File: src/sfe_pkg.sv
// Shared types and constants for the stuffed frame encoder.
`timescale 1ns / 1ps

package sfe_pkg;

  // Record and byte geometry.
  localparam int unsigned ByteW       = 8;
  localparam int unsigned RecordBytes = 7;
  localparam int unsigned CntW        = $clog2(RecordBytes);
  localparam int unsigned CfgIdxW     = 2;

  // Reset values of the configuration registers.
  localparam logic [ByteW-1:0] StartMarkerRst  = 8'd2;
  localparam logic [ByteW-1:0] StopMarkerRst   = 8'd3;
  localparam logic [ByteW-1:0] EscapeByteRst   = 8'd10;
  localparam logic [ByteW-1:0] EscapeOffsetRst = 8'd20;

  // Configuration register indexes.
  typedef enum logic [CfgIdxW-1:0] {
    CFG_START_MARKER  = 2'd0,
    CFG_STOP_MARKER   = 2'd1,
    CFG_ESCAPE_BYTE   = 2'd2,
    CFG_ESCAPE_OFFSET = 2'd3
  } cfg_idx_e;

  // Controller states.
  typedef enum logic [2:0] {
    ST_IDLE,
    ST_START,
    ST_DATA,
    ST_DATA_MASK,
    ST_SUM,
    ST_SUM_MASK,
    ST_STOP
  } state_e;

  // Source of the byte loaded into the output register.
  typedef enum logic [2:0] {
    SEL_START,
    SEL_DATA,
    SEL_ESCAPE,
    SEL_DATA_MASK,
    SEL_SUM,
    SEL_SUM_MASK,
    SEL_STOP
  } out_sel_e;

  // Commands from the controller to the datapath.
  typedef struct packed {
    logic     load;
    logic     emit;
    out_sel_e sel;
    logic     add_sum;
    logic     next_byte;
    logic     last;
  } sfe_cmd_t;

  // Status from the datapath to the controller.
  typedef struct packed {
    logic out_free;
    logic data_rsv;
    logic sum_rsv;
    logic last_byte;
  } sfe_stat_t;

endpackage

File: src/sfe_ctrl.sv
// Controller state machine that sequences the bytes of one frame.
`timescale 1ns / 1ps

module sfe_ctrl import sfe_pkg::*; (
  input  logic      clk_i,
  input  logic      rst_ni,
  input  logic      in_valid_i,
  output logic      in_stall_o,
  input  sfe_stat_t stat_i,
  output sfe_cmd_t  cmd_o
);

  state_e state_q, state_d;

  // State register.
  always_ff @(posedge clk_i or negedge rst_ni) begin
    if (!rst_ni) begin
      state_q <= ST_IDLE;
    end else begin
      state_q <= state_d;
    end
  end

  // Next state logic.
  always_comb begin
    state_d = state_q;
    case (state_q)
      ST_IDLE: begin
        if (in_valid_i) state_d = ST_START;
      end
      ST_START: begin
        if (stat_i.out_free) state_d = ST_DATA;
      end
      ST_DATA: begin
        if (stat_i.out_free) begin
          if (stat_i.data_rsv) state_d = ST_DATA_MASK;
          else if (stat_i.last_byte) state_d = ST_SUM;
        end
      end
      ST_DATA_MASK: begin
        if (stat_i.out_free) state_d = stat_i.last_byte ? ST_SUM : ST_DATA;
      end
      ST_SUM: begin
        if (stat_i.out_free) state_d = stat_i.sum_rsv ? ST_SUM_MASK : ST_STOP;
      end
      ST_SUM_MASK: begin
        if (stat_i.out_free) state_d = ST_STOP;
      end
      ST_STOP: begin
        if (stat_i.out_free) state_d = ST_IDLE;
      end
      default: state_d = ST_IDLE;
    endcase
  end

  // Output logic.
  always_comb begin
    cmd_o      = '0;
    cmd_o.sel  = SEL_START;
    in_stall_o = 1'b1;
    case (state_q)
      ST_IDLE: begin
        in_stall_o = 1'b0;
        cmd_o.load = in_valid_i;
      end
      ST_START: begin
        cmd_o.emit = stat_i.out_free;
        cmd_o.sel  = SEL_START;
      end
      ST_DATA: begin
        cmd_o.emit    = stat_i.out_free;
        cmd_o.add_sum = stat_i.out_free;
        if (stat_i.data_rsv) begin
          cmd_o.sel = SEL_ESCAPE;
        end else begin
          cmd_o.sel       = SEL_DATA;
          cmd_o.next_byte = stat_i.out_free;
        end
      end
      ST_DATA_MASK: begin
        cmd_o.emit      = stat_i.out_free;
        cmd_o.add_sum   = stat_i.out_free;
        cmd_o.next_byte = stat_i.out_free;
        cmd_o.sel       = SEL_DATA_MASK;
      end
      ST_SUM: begin
        cmd_o.emit = stat_i.out_free;
        cmd_o.sel  = stat_i.sum_rsv ? SEL_ESCAPE : SEL_SUM;
      end
      ST_SUM_MASK: begin
        cmd_o.emit = stat_i.out_free;
        cmd_o.sel  = SEL_SUM_MASK;
      end
      ST_STOP: begin
        cmd_o.emit = stat_i.out_free;
        cmd_o.sel  = SEL_STOP;
        cmd_o.last = 1'b1;
      end
      default: begin
        in_stall_o = 1'b1;
      end
    endcase
  end

endmodule

File: src/sfe_dp.sv
// Datapath: configuration registers, record shift line, checksum and output register.
`timescale 1ns / 1ps

module sfe_dp import sfe_pkg::*; (
  input  logic               clk_i,
  input  logic               rst_ni,
  input  logic               cfg_we_i,
  input  logic [CfgIdxW-1:0] cfg_idx_i,
  input  logic [ByteW-1:0]   cfg_data_i,
  input  logic [ByteW-1:0]   rec_i [RecordBytes],
  input  sfe_cmd_t           cmd_i,
  output sfe_stat_t          stat_o,
  output logic               out_valid_o,
  input  logic               out_stall_i,
  output logic [ByteW-1:0]   out_byte_o,
  output logic               frame_end_o
);

  logic [ByteW-1:0] start_q, stop_q, esc_q, ofs_q;
  logic [ByteW-1:0] rec_q [RecordBytes];
  logic [CntW-1:0]  cnt_q;
  logic [ByteW-1:0] sum_q;
  logic             out_valid_q;
  logic [ByteW-1:0] out_byte_q, out_byte_d;
  logic             frame_end_q;

  // Configuration registers.
  always_ff @(posedge clk_i or negedge rst_ni) begin
    if (!rst_ni) begin
      start_q <= StartMarkerRst;
      stop_q  <= StopMarkerRst;
      esc_q   <= EscapeByteRst;
      ofs_q   <= EscapeOffsetRst;
    end else if (cfg_we_i) begin
      case (cfg_idx_e'(cfg_idx_i))
        CFG_START_MARKER:  start_q <= cfg_data_i;
        CFG_STOP_MARKER:   stop_q  <= cfg_data_i;
        CFG_ESCAPE_BYTE:   esc_q   <= cfg_data_i;
        CFG_ESCAPE_OFFSET: ofs_q   <= cfg_data_i;
        default: ;
      endcase
    end
  end

  // Record shift line; the byte being sent always sits in entry zero.
  always_ff @(posedge clk_i) begin
    if (cmd_i.load) begin
      for (int i = 0; i < RecordBytes; i++) rec_q[i] <= rec_i[i];
    end else if (cmd_i.next_byte) begin
      for (int i = 0; i < RecordBytes - 1; i++) rec_q[i] <= rec_q[i+1];
    end
  end

  // Byte counter and running checksum over the stuffed payload.
  always_ff @(posedge clk_i or negedge rst_ni) begin
    if (!rst_ni) begin
      cnt_q <= '0;
      sum_q <= '0;
    end else if (cmd_i.load) begin
      cnt_q <= '0;
      sum_q <= '0;
    end else begin
      if (cmd_i.next_byte) cnt_q <= cnt_q + 1'b1;
      if (cmd_i.add_sum) sum_q <= sum_q + out_byte_d;
    end
  end

  // Output byte selection.
  always_comb begin
    case (cmd_i.sel)
      SEL_START:     out_byte_d = start_q;
      SEL_DATA:      out_byte_d = rec_q[0];
      SEL_ESCAPE:    out_byte_d = esc_q;
      SEL_DATA_MASK: out_byte_d = rec_q[0] + ofs_q;
      SEL_SUM:       out_byte_d = sum_q;
      SEL_SUM_MASK:  out_byte_d = sum_q + ofs_q;
      SEL_STOP:      out_byte_d = stop_q;
      default:       out_byte_d = start_q;
    endcase
  end

  // Output register; it takes a new byte once the previous transaction is done.
  always_ff @(posedge clk_i or negedge rst_ni) begin
    if (!rst_ni) begin
      out_valid_q <= 1'b0;
    end else if (cmd_i.emit) begin
      out_valid_q <= 1'b1;
    end else if (!out_stall_i) begin
      out_valid_q <= 1'b0;
    end
  end

  always_ff @(posedge clk_i) begin
    if (cmd_i.emit) begin
      out_byte_q  <= out_byte_d;
      frame_end_q <= cmd_i.last;
    end
  end

  // Status toward the controller.
  always_comb begin
    stat_o.out_free  = !out_valid_q || !out_stall_i;
    stat_o.data_rsv  = (rec_q[0] == start_q) || (rec_q[0] == stop_q) || (rec_q[0] == esc_q);
    stat_o.sum_rsv   = (sum_q == start_q) || (sum_q == stop_q) || (sum_q == esc_q);
    stat_o.last_byte = (cnt_q == CntW'(RecordBytes - 1));
  end

  assign out_valid_o = out_valid_q;
  assign out_byte_o  = out_byte_q;
  assign frame_end_o = frame_end_q;

endmodule

File: src/stuffed_frame_encoder.sv
// Top level of the stuffed frame encoder.
`timescale 1ns / 1ps

// Takes one seven-byte record per transaction and sends it as a stuffed frame, one byte
// per output transaction: start marker, record bytes with reserved values escaped, an
// additive checksum over the sent payload bytes (escaped if reserved), and the stop
// marker, which carries frame_end. A frame is 10 to 18 bytes. The output register takes
// one byte per cycle while out_stall_i is low, and the record is taken in the idle state
// before the start marker is sent. The next record is taken once the stop marker has
// been loaded into that register. Configuration writes are taken at any time but belong
// to idle periods.

module stuffed_frame_encoder import sfe_pkg::*; (
  input  logic               clk_i,
  input  logic               rst_ni,
  input  logic               cfg_we_i,
  input  logic [CfgIdxW-1:0] cfg_idx_i,
  input  logic [ByteW-1:0]   cfg_data_i,
  input  logic               in_valid_i,
  output logic               in_stall_o,
  input  logic [ByteW-1:0]   device_id_i,
  input  logic [ByteW-1:0]   count_high_i,
  input  logic [ByteW-1:0]   count_low_i,
  input  logic [ByteW-1:0]   card_byte_0_i,
  input  logic [ByteW-1:0]   card_byte_1_i,
  input  logic [ByteW-1:0]   card_byte_2_i,
  input  logic [ByteW-1:0]   card_byte_3_i,
  output logic               out_valid_o,
  input  logic               out_stall_i,
  output logic [ByteW-1:0]   out_byte_o,
  output logic               frame_end_o
);

  sfe_cmd_t         cmd;
  sfe_stat_t        stat;
  logic [ByteW-1:0] rec [RecordBytes];

  // Record bytes in transmission order.
  assign rec[0] = device_id_i;
  assign rec[1] = count_high_i;
  assign rec[2] = count_low_i;
  assign rec[3] = card_byte_0_i;
  assign rec[4] = card_byte_1_i;
  assign rec[5] = card_byte_2_i;
  assign rec[6] = card_byte_3_i;

  sfe_ctrl u_ctrl (
    .clk_i      (clk_i),
    .rst_ni     (rst_ni),
    .in_valid_i (in_valid_i),
    .in_stall_o (in_stall_o),
    .stat_i     (stat),
    .cmd_o      (cmd)
  );

  sfe_dp u_dp (
    .clk_i       (clk_i),
    .rst_ni      (rst_ni),
    .cfg_we_i    (cfg_we_i),
    .cfg_idx_i   (cfg_idx_i),
    .cfg_data_i  (cfg_data_i),
    .rec_i       (rec),
    .cmd_i       (cmd),
    .stat_o      (stat),
    .out_valid_o (out_valid_o),
    .out_stall_i (out_stall_i),
    .out_byte_o  (out_byte_o),
    .frame_end_o (frame_end_o)
  );

endmodule
File: config.mk
export PLATFORM = sky130hd
export DESIGN_NAME = stuffed_frame_encoder
export DESIGN_NICKNAME = d
export VERILOG_FILES = /design/src/sfe_pkg.sv /design/src/sfe_ctrl.sv /design/src/sfe_dp.sv /design/src/stuffed_frame_encoder.sv
export SDC_FILE = /design/constraint.sdc
export NUM_CORES = 1
export LEC_CHECK = 0
export BUFFER_PORTS_ARGS = -buffer_cell sky130_fd_sc_hd__buf_4
export CAP_MARGIN = 20
export CORE_MARGIN = 10
export CORE_UTILIZATION = 65
export CTS_BUF_LIST = sky130_fd_sc_hd__clkbuf_2 sky130_fd_sc_hd__clkbuf_4 sky130_fd_sc_hd__clkbuf_8
export CTS_CLUSTER_SIZE = 40
export DETAILED_ROUTE_END_ITERATION = 8
export HOLD_SLACK_MARGIN = 0.03
export PLACE_DENSITY = 0.95
export SETUP_SLACK_MARGIN = 0.1
export SLEW_MARGIN = 40
export SYNTH_ARGS = -nofsm -noshare
export SYNTH_HDL_FRONTEND = slang
export SYNTH_HIERARCHICAL = 1
export SYNTH_SLANG_ARGS = --single-unit
File: constraint.sdc
create_clock -name clk_i -period 14.23 [get_ports clk_i]
set_input_delay 0 -clock clk_i [delete_from_list [all_inputs] [get_ports clk_i]]
set_output_delay 0 -clock clk_i [all_outputs]
set_load 0.005 [all_outputs]
==> flow_summary.toml <==
[yosys]
yosysTopAreaCell = "edfxtp_1"
synthArstFlopShare_pct = 42.0
yosys.area_share.adder_pct = 4.15
synth_xor_area_share_pct = 8.49
synth_ff_type = "edfxtp_1"
ys_types = 59
yosys_warnings = 6
ys_seq_area_share_pct = 49.0
synth_edf_count = 65
syn_area_um2 = 6400
synth.net_count = 631
syn-mean-instance-area_um2 = 11.8
synth_compound_area_share_pct = 8.86
synthTopCellsByArea = "edfxtp_1, dfrtp_1, mux2_2, xnor2_1, ha_1"
synth_common_cells = "mux2_2, edfxtp_1, dfrtp_1, xnor2_1"
synth-simple-area-share_pct = 10.0
synth_top_area_share_pct = 30.5
syn_inst = 540
synth.most_common_cell = "mux2_2"
synthMuxAreaShare_pct = 16.0
synth-seq-cells = 112
synth_top_family_by_area = "multiplexers"

[global_route]
grt_pass1_vias = 5318
grt_pass1_wl_mm = 30.3
grt_max_degree = 49
grt_overflow = 0
grt_usage_pct = 27.0
antenna_found_initial = 0

[route]
first_iter_violations = 523
num_vias = 5113
viasPerCell = 6.32
avgRoutedWirePerCell_um = 23.7
dr.pass1.iters = 5
drc_errors = 0
wl_mm = 19.2
final_antenna_net_count = 0

[die]
rows = 36
core-area_um2 = 9680
die-width_um = 119
die_area_um2 = 14200
die_y_um = 119
start_util_pct = 66.1
ios = 82

[finish]
diodes = 0
drive_gt1_share_pct = 30.3
layout.nets = 762
syn_to_final_growth_pct = 24.6

[run]
maxCapViolCount = 0

[critical_path]
critPathLaunch = "u_dp/rec_q[0][2]"
cp.required_ns = 14.56
path_max_fanout = 21
timing.rr.start = "u_dp/rec_q[0][2]"
cp-end-kind = "register"
cp-start-kind = "register"
regToRegSetupSlack_ns = 8.10
reg2reg_to = "u_dp/sum_q[7]"
reg2regPathDepth = 27
crit_end = "u_dp/sum_q[7]"
cp.arrival_ns = 6.47
path_class = "reg -> reg"

[sta]
fmaxAchievable_ghz = 0.163
tightest_slew_ns = 0.816
finalHoldViolations = 0
finalSetupTns_ns = 0
slew_viol_final = 0
relSlewSlack_pct = 45.3
holdWs_ns = 0.0845
worst_slack_ns = 8.10
setup_viol_count_final = 0
skew_ns = 0.0185
period_minus_slack_ns = 6.13
period_share_pct = 43.1
rsz0062_at_grt = "no"

[power_and_ir_drop]
clockPowerShare_pct = 13.3
power_density_nw_per_um2 = 204
p_comb_share_pct = 46.4
p_sw_w = 0.000664
p_seq_share_pct = 40.4
ir_worst_vdd_uv = 138
p_int_w = 0.000963
switching_share_pct = 40.8
leakage_nw = 3.24

[clock_network]
numCtsBuffers = 9
insertion_delay_ns = 0.41
cts_tree = "built"
cts_buffer_depth = 2
cts_setup_buffers = 0
clockRootBuffer = "clkbuf_8"
clkTransAtPathRegs_ns = 0.13
ctsResizeCount = 0
cts_hold_buf = 67
cts_sinks = 112
htree_levels = 3

[min_path]
worstHoldStart = "cfg_idx_i[1]"
hp-class = "in -> reg"

[placed_design]
routabilityCongestion = 1.07
io_buffers = 81
post-dp-hpwl_mm = 11.7
post-place-ws_ns = 8.35

[outcome]
status = "completed"
-- layout by cell type (no fill, tap or decap), types with 7 or more instances in the layout --
cell	n
mux2i_1	10
mux2_2	82
a21o_1	7
xor2_1	22
buf_4	85
dfrtp_1	40
xnor2_1	40
a21oi_1	21
nor2b_1	8
inv_1	18
o21ai_0	25
nand2_1	23
dfstp_2	7
edfxtp_1	65
clkbuf_8	9
nor2_1	26
nand4_1	9
nand2b_1	11
ha_1	18
dlygate4sd3_1	67
-- sequential cells by signal, indices dropped and copies added (netlist names) --
signal	flops
u_dp/start_q	8
u_dp/out_valid_o	1
u_dp/sum_q	8
u_ctrl/state_q	3
u_dp/rec_q	56
u_dp/frame_end_o	1
u_dp/stop_q	8
u_dp/ofs_q	8
u_dp/out_byte_o	8
u_dp/esc_q	8
u_dp/cnt_q	3
-- final cells by class --
cell class              instances  area, um2
flip-flops and latches        112       3140
inverters                      18       67.6
clock buffers                   9        124
clock inverters                 7       98.8
fillers                       467       1710
well taps                     133        166
multi-input cells             378       3070
repair buffers                152       1310
-- metrics by stage --
stage          instances  utilization (%)  power, W  cell area [um2]
6_report             809             82.3   0.00163             7970
4_1_cts              809             82.3   0.00157             7970
3_5_place_dp         726             73.0   0.00135             7070
2_1_floorplan        540                -   0.00115             6400
5_1_grt              809             82.3   0.00171             7970
3_3_place_gp         726             72.9   0.00132             7060
-- routing by layer --
| layer | GRT usage, % | wire (um) | up-vias |
|---|---|---|---|
| met2 | 44.8 | 9300 | 352 |
| met3 | 5.76 | 1830 | 90 |
| met1 | 32.8 | 7210 | 2453 |
| li1 | - | - | 2218 |
| met4 | 13.0 | 852 | 0 |
| met5 | 0 | 0 | - |
-- critical path, stage by stage (launching register included) --
cell      delay, ns
edfxtp_1       0.57
xor2_1         0.22
nor4_1         0.38
a21oi_1        0.14
o21ai_1        0.36
o21ai_0        0.19
a21oi_1        0.18
buf_4          0.27
nand3b_4       0.27
nand2_1        0.07
o21ai_0        0.09
ha_1           0.19
inv_1          0.06
fa_1           0.43
nor2b_1        0.13
o21ai_0        0.08
nand2b_1       0.11
xor2_1         0.16
nand2_1        0.08
a41oi_1        0.30
ha_1           0.33
and3_1         0.20
a221oi_2       0.34
a21oi_1        0.20
nor4b_1        0.28
a21oi_1        0.09
a21o_1         0.20
a21oi_2        0.12
-- power by group through the flow --
stage / sequential, W / combinational [W] / clock (W)
3_5_place_dp: 0.000643 / 0.000706 / 0
2_1_floorplan: 0.000581 / 0.000571 / 0
6_report: 0.000657 / 0.000754 / 0.000216
4_1_cts: 0.000638 / 0.000727 / 0.000208
5_1_grt: 0.000665 / 0.000816 / 0.000226
3_3_place_gp: 0.000636 / 0.000680 / 0
-- kinds of logic (layout without fill, tap and decap cells) --
logic type	after synthesis	after routing
AOI/OAI and AO/OA	87	87
xor gates and xnor gates	62	62
adders and majority gates	20	20
buffers and inverters	50	186
DFF	112	112
muxes	92	92
and+or+nand+nor	117	117
-- worst min-delay path by stage --
stage,to,slack [ns],cells after the start
6_report,u_dp/start_q[6],0.08,3
5_1_grt,u_dp/start_q[6],0.10,3
4_1_cts,u_dp/start_q[0],0.09,3
3_5_place_dp,u_dp/sum_q[6],0.06,1
3_3_place_gp,u_dp/sum_q[6],0.05,1
2_1_floorplan,u_ctrl/state_q[0],-0.30,0
No activity file was read; power rests on OpenSTA's default activity.
